**config.mk**
```make
export PLATFORM = sky130hd
export DESIGN_NAME = abs_encoder_spi_poll_sequencer_top_flat
export DESIGN_NICKNAME = d
export VERILOG_FILES = /design/src/aesps_pkg.sv /design/src/aesps_req_if.sv /design/src/aesps_rsp_if.sv /design/src/aesps_in_stage.sv /design/src/aesps_seq.sv /design/src/aesps_out_stage.sv /design/src/abs_encoder_spi_poll_sequencer_top.sv /design/src/flat_wrapper.sv
export VERILOG_INCLUDE_DIRS = /design/src /design/src/src
export SDC_FILE = /design/constraint.sdc
export NUM_CORES = 1
export LEC_CHECK = 0
export ABC_AREA = 1
export ABC_CLOCK_PERIOD_IN_PS = 4600
export BUFFER_PORTS_ARGS = -buffer_cell sky130_fd_sc_hd__buf_2
export CAP_MARGIN = 20
export CORE_ASPECT_RATIO = 0.6
export CORE_MARGIN = 4
export CORE_UTILIZATION = 40
export CTS_CLUSTER_DIAMETER = 60
export CTS_CLUSTER_SIZE = 16
export DETAILED_ROUTE_END_ITERATION = 10
export PLACE_DENSITY = 0.62
export SLEW_MARGIN = 20
export SYNTH_ARGS = -nofsm -noshare
export SYNTH_HDL_FRONTEND = slang
export SYNTH_HIERARCHICAL = 1
export SYNTH_SLANG_ARGS = --single-unit
```
**constraint.sdc**
```tcl
create_clock -name clk -period 4.6 [get_ports clk]
set_input_delay 0 -clock clk [delete_from_list [all_inputs] [get_ports clk]]
set_output_delay 0 -clock clk [all_outputs]
set_load 0.005 [all_outputs]
```
**src/abs_encoder_spi_poll_sequencer_top_macros.svh**
```systemverilog
// Assertion macros for the encoder poll sequencer.
// Used by aesps_seq, the module that carries concurrent checks; needs clk and rst_n in scope.
`ifndef ABS_ENCODER_SPI_POLL_SEQUENCER_TOP_MACROS_SVH
`define ABS_ENCODER_SPI_POLL_SEQUENCER_TOP_MACROS_SVH

// Same-cycle implication, disabled in reset.
`define AESPS_ASSERT_IMPLY(label, ante, cons) \
    label: assert property (@(posedge clk) disable iff (!rst_n) (ante) |-> (cons)) \
        else $error("sequencer check failed");

// Next-cycle implication, disabled in reset.
`define AESPS_ASSERT_NEXT(label, ante, cons) \
    label: assert property (@(posedge clk) disable iff (!rst_n) (ante) |=> (cons)) \
        else $error("sequencer check failed");

`endif

```
**src/aesps_pkg.sv**
```systemverilog
// Shared types and constants of the encoder poll sequencer.
// No dependencies; the modules and the bench refer to it by scoped names.
`timescale 1ns / 1ps

package aesps_pkg;

    // Command codes of an input item
    localparam logic [1:0] CMD_START_READ = 2'd0;
    localparam logic [1:0] CMD_START_ZERO = 2'd1;
    localparam logic [1:0] CMD_RESPONSE   = 2'd2;

    // Bytes on the link
    localparam logic [7:0] TX_READ  = 8'h10;
    localparam logic [7:0] TX_ZERO  = 8'h70;
    localparam logic [7:0] TX_NOP   = 8'h00;
    localparam logic [7:0] RX_ECHO  = 8'h10;
    localparam logic [7:0] RX_ZERO_ACK = 8'h80;

    // Completion status codes
    localparam logic [1:0] ST_OK      = 2'd0;
    localparam logic [1:0] ST_TIMEOUT = 2'd1;
    localparam logic [1:0] ST_REJECT  = 2'd2;

    // Configuration register indexes
    localparam logic CFG_READ_POLL_LIMIT = 1'b0;
    localparam logic CFG_ZERO_POLL_LIMIT = 1'b1;

    localparam logic [7:0] READ_POLL_LIMIT_RST = 8'd80;
    localparam logic [7:0] ZERO_POLL_LIMIT_RST = 8'd120;

    typedef struct packed {
        logic [1:0] command;
        logic [1:0] encoder_select;
        logic [7:0] rx_byte;
    } item_t;

    typedef struct packed {
        logic        send_valid;
        logic [7:0]  tx_byte;
        logic [1:0]  chip_select;
        logic        done_res;
        logic [1:0]  status;
        logic [11:0] position;
    } result_t;

endpackage

```
**src/aesps_req_if.sv**
```systemverilog
// Request channel of the encoder poll sequencer: valid/ready plus the item fields.
// Depends on nothing.
`timescale 1ns / 1ps

interface aesps_req_if;
    logic       valid;
    logic       ready;
    logic [1:0] command;
    logic [1:0] encoder_select;
    logic [7:0] rx_byte;

    modport source (output valid, output command, output encoder_select,
                    output rx_byte, input ready);
    modport sink (input valid, input command, input encoder_select,
                  input rx_byte, output ready);
endinterface

```
**src/aesps_rsp_if.sv**
```systemverilog
// Result channel of the encoder poll sequencer: valid/ready plus the result fields.
// Depends on nothing.
`timescale 1ns / 1ps

interface aesps_rsp_if;
    logic        valid;
    logic        ready;
    logic        send_valid;
    logic [7:0]  tx_byte;
    logic [1:0]  chip_select;
    logic        done_res;
    logic [1:0]  status;
    logic [11:0] position;

    modport source (output valid, output send_valid, output tx_byte,
                    output chip_select, output done_res, output status,
                    output position, input ready);
    modport sink (input valid, input send_valid, input tx_byte,
                  input chip_select, input done_res, input status,
                  input position, output ready);
endinterface

```
**src/aesps_in_stage.sv**
```systemverilog
// Input register of the encoder poll sequencer.
// Depends on aesps_pkg for the item type.
`timescale 1ns / 1ps

module aesps_in_stage
(
    input  logic                 clk,
    input  logic                 rst_n,
    input  logic                 in_valid,
    output logic                 in_ready,
    input  aesps_pkg::item_t     in_item,
    output logic                 item_valid,
    input  logic                 advance,
    output aesps_pkg::item_t     item
);

    logic             valid_reg;
    logic             valid_next;
    aesps_pkg::item_t item_reg;

    // Take a new item whenever the held one is empty or leaves this cycle
    assign in_ready   = !valid_reg || advance;
    assign valid_next = in_ready ? in_valid : valid_reg;

    always_ff @(posedge clk or negedge rst_n)
    begin
        if (!rst_n)
        begin
            valid_reg <= 1'b0;
        end
        else
        begin
            valid_reg <= valid_next;
        end
    end

    always_ff @(posedge clk)
    begin
        if (in_ready && in_valid)
        begin
            item_reg <= in_item;
        end
    end

    assign item_valid = valid_reg;
    assign item       = item_reg;

endmodule

```
**src/aesps_seq.sv**
```systemverilog
// Operation state, poll limits and step logic of the encoder poll sequencer.
// Depends on aesps_pkg and the assertion macro header.
`timescale 1ns / 1ps
`include "abs_encoder_spi_poll_sequencer_top_macros.svh"

module aesps_seq
(
    input  logic                 clk,
    input  logic                 rst_n,
    input  logic                 cfg_we,
    input  logic                 cfg_index,
    input  logic [7:0]           cfg_data,
    input  logic                 step,
    input  aesps_pkg::item_t     item,
    output logic                 res_valid,
    output aesps_pkg::result_t   res
);

    localparam logic [2:0] PH_IDLE    = 3'd0;
    localparam logic [2:0] PH_RD_CMD  = 3'd1;
    localparam logic [2:0] PH_RD_POLL = 3'd2;
    localparam logic [2:0] PH_RD_HIGH = 3'd3;
    localparam logic [2:0] PH_RD_LOW  = 3'd4;
    localparam logic [2:0] PH_ZR_CMD  = 3'd5;
    localparam logic [2:0] PH_ZR_POLL = 3'd6;

    logic [7:0] read_limit_reg;
    logic [7:0] zero_limit_reg;
    logic [2:0] phase_reg;
    logic [2:0] phase_next;
    logic [7:0] poll_count_reg;
    logic [7:0] poll_count_next;
    logic [3:0] high_nibble_reg;
    logic [3:0] high_nibble_next;
    logic [1:0] active_select_reg;
    logic [1:0] active_select_next;
    logic       busy;
    logic       polling;
    logic       start_cmd;

    assign busy = (phase_reg >= PH_RD_CMD) && (phase_reg <= PH_ZR_POLL);
    assign polling = (phase_reg == PH_RD_POLL) || (phase_reg == PH_ZR_POLL);
    assign start_cmd = (item.command == aesps_pkg::CMD_START_READ) ||
                       (item.command == aesps_pkg::CMD_START_ZERO);

    always_comb
    begin
        phase_next         = phase_reg;
        poll_count_next    = poll_count_reg;
        high_nibble_next   = high_nibble_reg;
        active_select_next = active_select_reg;
        res_valid          = 1'b0;
        res                = '0;
        res.chip_select    = active_select_reg;

        case (item.command)
            aesps_pkg::CMD_START_READ, aesps_pkg::CMD_START_ZERO:
            begin
                res_valid = 1'b1;
                if (busy)
                begin
                    res.done_res    = 1'b1;
                    res.status      = aesps_pkg::ST_REJECT;
                    res.chip_select = item.encoder_select;
                end
                else
                begin
                    active_select_next = item.encoder_select;
                    poll_count_next    = 8'd0;
                    res.send_valid     = 1'b1;
                    res.chip_select    = item.encoder_select;
                    if (item.command == aesps_pkg::CMD_START_READ)
                    begin
                        phase_next  = PH_RD_CMD;
                        res.tx_byte = aesps_pkg::TX_READ;
                    end
                    else
                    begin
                        phase_next  = PH_ZR_CMD;
                        res.tx_byte = aesps_pkg::TX_ZERO;
                    end
                end
            end
            aesps_pkg::CMD_RESPONSE:
            begin
                unique case (phase_reg)
                    PH_RD_CMD, PH_ZR_CMD:
                    begin
                        // Reply to the command byte is meaningless: start polling
                        poll_count_next = 8'd1;
                        phase_next      = (phase_reg == PH_RD_CMD) ? PH_RD_POLL : PH_ZR_POLL;
                        res_valid       = 1'b1;
                        res.send_valid  = 1'b1;
                        res.tx_byte     = aesps_pkg::TX_NOP;
                    end
                    PH_RD_POLL:
                    begin
                        res_valid = 1'b1;
                        if (item.rx_byte == aesps_pkg::RX_ECHO)
                        begin
                            phase_next     = PH_RD_HIGH;
                            res.send_valid = 1'b1;
                            res.tx_byte    = aesps_pkg::TX_NOP;
                        end
                        else if (poll_count_reg >= read_limit_reg)
                        begin
                            phase_next   = PH_IDLE;
                            res.done_res = 1'b1;
                            res.status   = aesps_pkg::ST_TIMEOUT;
                        end
                        else
                        begin
                            poll_count_next = poll_count_reg + 8'd1;
                            res.send_valid  = 1'b1;
                            res.tx_byte     = aesps_pkg::TX_NOP;
                        end
                    end
                    PH_RD_HIGH:
                    begin
                        high_nibble_next = item.rx_byte[3:0];
                        phase_next       = PH_RD_LOW;
                        res_valid        = 1'b1;
                        res.send_valid   = 1'b1;
                        res.tx_byte      = aesps_pkg::TX_NOP;
                    end
                    PH_RD_LOW:
                    begin
                        phase_next   = PH_IDLE;
                        res_valid    = 1'b1;
                        res.done_res = 1'b1;
                        res.status   = aesps_pkg::ST_OK;
                        res.position = {high_nibble_reg, item.rx_byte};
                    end
                    PH_ZR_POLL:
                    begin
                        res_valid = 1'b1;
                        if (item.rx_byte == aesps_pkg::RX_ZERO_ACK)
                        begin
                            phase_next   = PH_IDLE;
                            res.done_res = 1'b1;
                            res.status   = aesps_pkg::ST_OK;
                        end
                        else if (poll_count_reg >= zero_limit_reg)
                        begin
                            phase_next   = PH_IDLE;
                            res.done_res = 1'b1;
                            res.status   = aesps_pkg::ST_TIMEOUT;
                        end
                        else
                        begin
                            poll_count_next = poll_count_reg + 8'd1;
                            res.send_valid  = 1'b1;
                            res.tx_byte     = aesps_pkg::TX_NOP;
                        end
                    end
                    default:
                    begin
                        // Idle or unused code: drop the response
                        res_valid = 1'b0;
                    end
                endcase
            end
            default:
            begin
                res_valid = 1'b0;
            end
        endcase
    end

    always_ff @(posedge clk or negedge rst_n)
    begin
        if (!rst_n)
        begin
            phase_reg         <= PH_IDLE;
            poll_count_reg    <= 8'd0;
            high_nibble_reg   <= 4'd0;
            active_select_reg <= 2'd0;
        end
        else if (step)
        begin
            phase_reg         <= phase_next;
            poll_count_reg    <= poll_count_next;
            high_nibble_reg   <= high_nibble_next;
            active_select_reg <= active_select_next;
        end
    end

    always_ff @(posedge clk or negedge rst_n)
    begin
        if (!rst_n)
        begin
            read_limit_reg <= aesps_pkg::READ_POLL_LIMIT_RST;
            zero_limit_reg <= aesps_pkg::ZERO_POLL_LIMIT_RST;
        end
        else if (cfg_we)
        begin
            if (cfg_index == aesps_pkg::CFG_READ_POLL_LIMIT)
            begin
                read_limit_reg <= cfg_data;
            end
            else
            begin
                zero_limit_reg <= cfg_data;
            end
        end
    end

    `AESPS_ASSERT_IMPLY(a_send_done_exclusive, step && res_valid, !(res.send_valid && res.done_res))
    `AESPS_ASSERT_IMPLY(a_poll_count_nonzero, polling, poll_count_reg != 8'd0)
    `AESPS_ASSERT_NEXT(a_start_leaves_idle, step && !busy && start_cmd, phase_reg != PH_IDLE)

endmodule

```
**src/aesps_out_stage.sv**
```systemverilog
// Result register of the encoder poll sequencer, driving the result channel.
// Depends on aesps_pkg for the result type.
`timescale 1ns / 1ps

module aesps_out_stage
(
    input  logic                 clk,
    input  logic                 rst_n,
    input  logic                 load,
    input  aesps_pkg::result_t   res,
    output logic                 can_load,
    output logic                 out_valid,
    input  logic                 out_ready,
    output aesps_pkg::result_t   out_res
);

    logic               valid_reg;
    logic               valid_next;
    aesps_pkg::result_t res_reg;

    assign can_load = !valid_reg || out_ready;

    // Hold a waiting result; replace it only once it transfers
    always_comb
    begin
        valid_next = valid_reg;
        if (can_load)
        begin
            valid_next = load;
        end
    end

    always_ff @(posedge clk or negedge rst_n)
    begin
        if (!rst_n)
        begin
            valid_reg <= 1'b0;
        end
        else
        begin
            valid_reg <= valid_next;
        end
    end

    always_ff @(posedge clk)
    begin
        if (can_load && load)
        begin
            res_reg <= res;
        end
    end

    assign out_valid = valid_reg;
    assign out_res   = res_reg;

endmodule

```
**src/abs_encoder_spi_poll_sequencer_top.sv**
```systemverilog
// Encoder poll sequencer: one item per clock cycle when the result side keeps up.
// An accepted item is held in an input register and stepped through the operation
// state once the result register can take its output; its result (if any) is
// loaded into the result register at that step, which raises rsp valid. The rate
// is set by the single result register: a stalled rsp holds the item in the input
// register, and req keeps accepting as long as that register drains. The user
// writes poll limits through cfg_we/cfg_index/cfg_data only while idle; the block
// itself does not enforce this.
// Depends on aesps_pkg, aesps_req_if, aesps_rsp_if and the three stage modules.
`timescale 1ns / 1ps

module abs_encoder_spi_poll_sequencer_top
(
    input  logic              clk,
    input  logic              rst_n,
    input  logic              cfg_we,
    input  logic              cfg_index,
    input  logic [7:0]        cfg_data,
    aesps_req_if.sink         req,
    aesps_rsp_if.source       rsp
);

    aesps_pkg::item_t   req_item;
    aesps_pkg::item_t   item;
    aesps_pkg::result_t res;
    aesps_pkg::result_t out_res;
    logic               item_valid;
    logic               can_load;
    logic               step;
    logic               res_valid;

    assign req_item.command        = req.command;
    assign req_item.encoder_select = req.encoder_select;
    assign req_item.rx_byte        = req.rx_byte;

    // Advance the held item whenever the result register can take its output
    assign step = item_valid && can_load;

    aesps_in_stage u_in_stage
    (
        .clk        (clk),
        .rst_n      (rst_n),
        .in_valid   (req.valid),
        .in_ready   (req.ready),
        .in_item    (req_item),
        .item_valid (item_valid),
        .advance    (step),
        .item       (item)
    );

    aesps_seq u_seq
    (
        .clk       (clk),
        .rst_n     (rst_n),
        .cfg_we    (cfg_we),
        .cfg_index (cfg_index),
        .cfg_data  (cfg_data),
        .step      (step),
        .item      (item),
        .res_valid (res_valid),
        .res       (res)
    );

    aesps_out_stage u_out_stage
    (
        .clk       (clk),
        .rst_n     (rst_n),
        .load      (step && res_valid),
        .res       (res),
        .can_load  (can_load),
        .out_valid (rsp.valid),
        .out_ready (rsp.ready),
        .out_res   (out_res)
    );

    assign rsp.send_valid  = out_res.send_valid;
    assign rsp.tx_byte     = out_res.tx_byte;
    assign rsp.chip_select = out_res.chip_select;
    assign rsp.done_res    = out_res.done_res;
    assign rsp.status      = out_res.status;
    assign rsp.position    = out_res.position;

endmodule

```
**src/flat_wrapper.sv**
```systemverilog
// flat-port wrapper written by rule: the top's interface ports become plain ports
module abs_encoder_spi_poll_sequencer_top_flat 
  (clk, rst_n, cfg_we, cfg_index, cfg_data, req_valid, req_command, req_encoder_select, req_rx_byte, req_ready, rsp_valid, rsp_send_valid, rsp_tx_byte, rsp_chip_select, rsp_done_res, rsp_status, rsp_position, rsp_ready);
  aesps_req_if req_i ();
  aesps_rsp_if rsp_i ();
  input  logic clk;
  input  logic rst_n;
  input  logic cfg_we;
  input  logic cfg_index;
  input  logic [7:0] cfg_data;
  input wire logic [$bits(req_i.valid)-1:0] req_valid;
  input wire logic [$bits(req_i.command)-1:0] req_command;
  input wire logic [$bits(req_i.encoder_select)-1:0] req_encoder_select;
  input wire logic [$bits(req_i.rx_byte)-1:0] req_rx_byte;
  output wire logic [$bits(req_i.ready)-1:0] req_ready;
  output wire logic [$bits(rsp_i.valid)-1:0] rsp_valid;
  output wire logic [$bits(rsp_i.send_valid)-1:0] rsp_send_valid;
  output wire logic [$bits(rsp_i.tx_byte)-1:0] rsp_tx_byte;
  output wire logic [$bits(rsp_i.chip_select)-1:0] rsp_chip_select;
  output wire logic [$bits(rsp_i.done_res)-1:0] rsp_done_res;
  output wire logic [$bits(rsp_i.status)-1:0] rsp_status;
  output wire logic [$bits(rsp_i.position)-1:0] rsp_position;
  input wire logic [$bits(rsp_i.ready)-1:0] rsp_ready;
  assign req_i.valid = req_valid;
  assign req_i.command = req_command;
  assign req_i.encoder_select = req_encoder_select;
  assign req_i.rx_byte = req_rx_byte;
  assign req_ready = req_i.ready;
  assign rsp_valid = rsp_i.valid;
  assign rsp_send_valid = rsp_i.send_valid;
  assign rsp_tx_byte = rsp_i.tx_byte;
  assign rsp_chip_select = rsp_i.chip_select;
  assign rsp_done_res = rsp_i.done_res;
  assign rsp_status = rsp_i.status;
  assign rsp_position = rsp_i.position;
  assign rsp_i.ready = rsp_ready;
  abs_encoder_spi_poll_sequencer_top u_core (.clk(clk), .rst_n(rst_n), .cfg_we(cfg_we), .cfg_index(cfg_index), .cfg_data(cfg_data), .req(req_i), .rsp(rsp_i));
endmodule
```
==> metrics.md <==
| Metric | Value |
|---|---|
| Reg2reg setup slack | `roughly 2600 ps` |
| EDFF count, synth | `38` |
| GRT Total Usage | `between 10% and 20%` |
| Vias in the first global route | `2749` |
| Post-synth top flop | `edfxtp_1` |
| Largest net degree at the start of global routing | `36` |
| Worst-Skew Late Latency | `between 300 and 400 ps` |
| Drt total wl | `between 7 and 8 mm` |
| Design area | `4580 um2` |
| Unrepaired setup endpoints after global routing | `false` |
| Drt drc | `0` |
| Relative slew slack | `between 40 and 50%` |
| Vias per inst | `~4.7` |
| Core area | `around 9000 um2` |
| Setup_tns | `0 ps` |
| Worst Path Buf+Inv | `5` |
| #FFs+latches synth | `73` |
| Placement Cell Area | `between 4000 and 5000 um2` |
| Post-CTS sizing | `0` |
| CTS Buf Count | `9` |
| Hold Path Class | `input port to register` |
| Post-DP HPWL | `~5.6 mm` |
| Clock skew | `roughly 4.6 ps` |
| Die H | `82.4 um` |
| Die width | `132 um` |
| Register area | `~2000 um2` |
| Via count | `between 2000 and 3000` |
| CP top delay family | `buffers and inverters` |
| Slew Viols, Final | `0` |
| Synth top area share | `between 30% and 40%` |
| Multi-input gate area | `1370 um2` |
| Total Power | `just over 2 mW` |
| Fmax | `between 500 and 600 MHz` |
| Leakage | `around 2.2 nW` |
| Required time worst endpoint | `around 4600 ps` |
| Fillers | `roughly 800` |
| PnR worst setup slack | `between 2000 and 3000 ps` |
| Clock edge transition at the registers on the reported setup and hold paths | `around 60 ps` |
| Layout cells sized above 1 | `21.1%` |
| First-pass GRT wire length | `13.2 mm` |
| Final period util | `43.5%` |
| Run status | `complete, no violations` |
| CP Class | `register to register` |
| Antenna violations before repair | `0` |
| Crit path DAT | `2000 ps` |
| Initial Util | `between 40% and 50%` |
| # diodes | `0` |
| H-tree depth | `3` |
| Max reg flops | `26` |
| Synth Instances | `between 400 and 500` |
| Port bufs | `53` |
| Final count of negative-setup-slack endpoints | `0` |
| Total clock sinks | `between 70 and 80` |
| DRT antenna net count | `0` |
| Row cnt | `26` |
| CTS root buf | `clkbuf_16` |
| Crit-path max FO | `26` |
| Area of the mapped netlist | `~3700 um2` |
| Cell variety after synth | `34` |
| Top cell by count, worst path | `inv_1` |
| Crit-path slowest cell | `dfrtp_1` |
| Post-synth ARST share | `about 48%` |
| I/O pin total | `between 50 and 60` |
| Synth top area cells | `edfxtp_1 (31%), dfrtp_1 (20%), nand2_1 (12%)` |
| Area of the die | `10900 um2` |
| Max stage delay on crit path | `between 500 and 600 ps` |
| Sequence of cells on the critical path | `nor2_2 > nand2_1 > nand2_1 > inv_1 > a21oi_1 > inv_1 > inv_1 > nor2_2 > inv_1 > a21oi_2 > buf_4` |
| GRT overflow | `0` |
| Final Hold Vio Count | `0` |
| Final nets | `527` |
| TritonRoute pass-1 iters | `4` |
| TritonCTS clock tree | `done` |
| Yosys warnings | `6` |
| Power per cell area | `around 450 nW/um2` |
| Worst slack, placed | `about 2400 ps` |
| RePlAce Congestion | `0.830` |
| Worst setup EP type | `register` |
| Peak VDD IR | `0.000201 V` |
| Sequential area share after synthesis | `54.9%` |
| Largest area contributor in the netlist | `edfxtp_1` |
| CTS max path bufs | `2` |
| Area growth syn-to-layout | `24.3%` |
| Fin crit period | `approximately 2000 ps` |
| 1st-iter DRT viols | `between 150 and 200` |
| Max Cap Viol | `0` |
| Syn_area_per_cell | `~9 um2` |
| Wire per inst | `between 10 and 15 um` |
| CP Launch Type | `register` |
| Worst-margin pin slew | `between 800 and 900 ps` |
## Yosys cell counts (2+ instances only)
cell      instances
clkbuf_1          3
dfrtp_1          29
o21ai_1           6
inv_2             7
a21o_1            2
nand3_2           2
edfxtp_1         38
buf_4             6
nand3_1          13
nor3b_1           2
dfstp_2           6
o21ai_0          21
nor2_1           28
ha_1             17
nand2_1         113
nand4_1          12
a21oi_1           9
nor2_2            5
inv_1            57
nor2_4            3
nor3_1           10
nand2_2           3
## power breakdown
part | internal [mW] | total (mW) | switching, mW
Combinational | 0.169 | 0.465 | 0.296
Sequential | 0.833 | 0.903 | 0.0700
Clock | 0.449 | 0.707 | 0.258
## what timing repair did
item / 4_1_cts / 5_1_grt
endpoints found under the hold margin: 59 / 0
setup buffers: 0 / 0
hold buffers: 23 / 0
## tightest hold or removal path, delay by kind of cell
| family | cells | cell delay, ps |
|---|---|---|
| AOI/OAI and AO/OA | 1 | 60 |
| buffers and inverters | 1 | 90 |
| and+or+nand+nor | 2 | 400 |
## placed cells by master, fill, tap and decap left out, drive strengths merged, types with 11 or more instances in the layout
cell type,count
nand2,117
inv,64
buf,54
edfxtp,38
nor2,37
dfrtp,29
o21ai,27
dlygate4sd3,23
ha,17
nand3,16
nand4,13
clkbuf,12
nor3,11
## cell type report
class | instances | share of cell area [%]
Sequential cell | 73 | 44.2
Multi-Input combinational cell | 259 | 29.9
Timing Repair Buffer | 77 | 11.0
Clock buffer | 12 | 5.59
Inverter | 64 | 5.24
Tap cell | 112 | 3.06
Clock inverter | 4 | 1.12
## through the flow
stage,hold WS (ps),util [%],cells
floorplan,-296,-,408
global placement,139,46.2,562
detailed placement,153,46.2,562
CTS,242,52.3,601
global route,323,52.4,601
finish,239,52.4,601
## cell families after synthesis
logic type / Yosys count / synth area share [%]
simple gates: 196 / 24.7
buf+inv: 76 / 8.58
flops: 73 / 54.9
compound gates: 40 / 5.73
fa+ha+maj: 17 / 5.77
xor+xnor: 1 / 0.238
other cells: 1 / 0.102
## per-layer routing
layer / routed length, um / part of all wire, % / track usage, % / vias up
met5: 0 / 0 / 0 / -
met4: 82 / 1.1 / 5.03 / 0
met3: 458 / 6.0 / 4.36 / 6
met2: 3270 / 42 / 23.5 / 74
met1: 3880 / 50 / 21.8 / 1304
li1: - / - / - / 1455
## path summary, 6_finish.rpt
check,depth (start not counted),start,to
worst min-delay path,4,cfg_we,u_core/u_seq/read_limit_reg[6]
max in group asynchronous,2,rst_n,u_core/u_seq/poll_count_reg[2]
min in group asynchronous,2,rst_n,u_core/u_seq/read_limit_reg[2]
worst min register to register,2,u_core/u_seq/zero_limit_reg[2],u_core/u_seq/zero_limit_reg[2]
worst max register to register,11,u_core/u_seq/phase_reg[2],u_core/u_out_stage/out_res[19]
worst max-delay path,11,u_core/u_seq/phase_reg[2],u_core/u_out_stage/out_res[19]
Note: power is estimated with default switching activity, not from simulation.
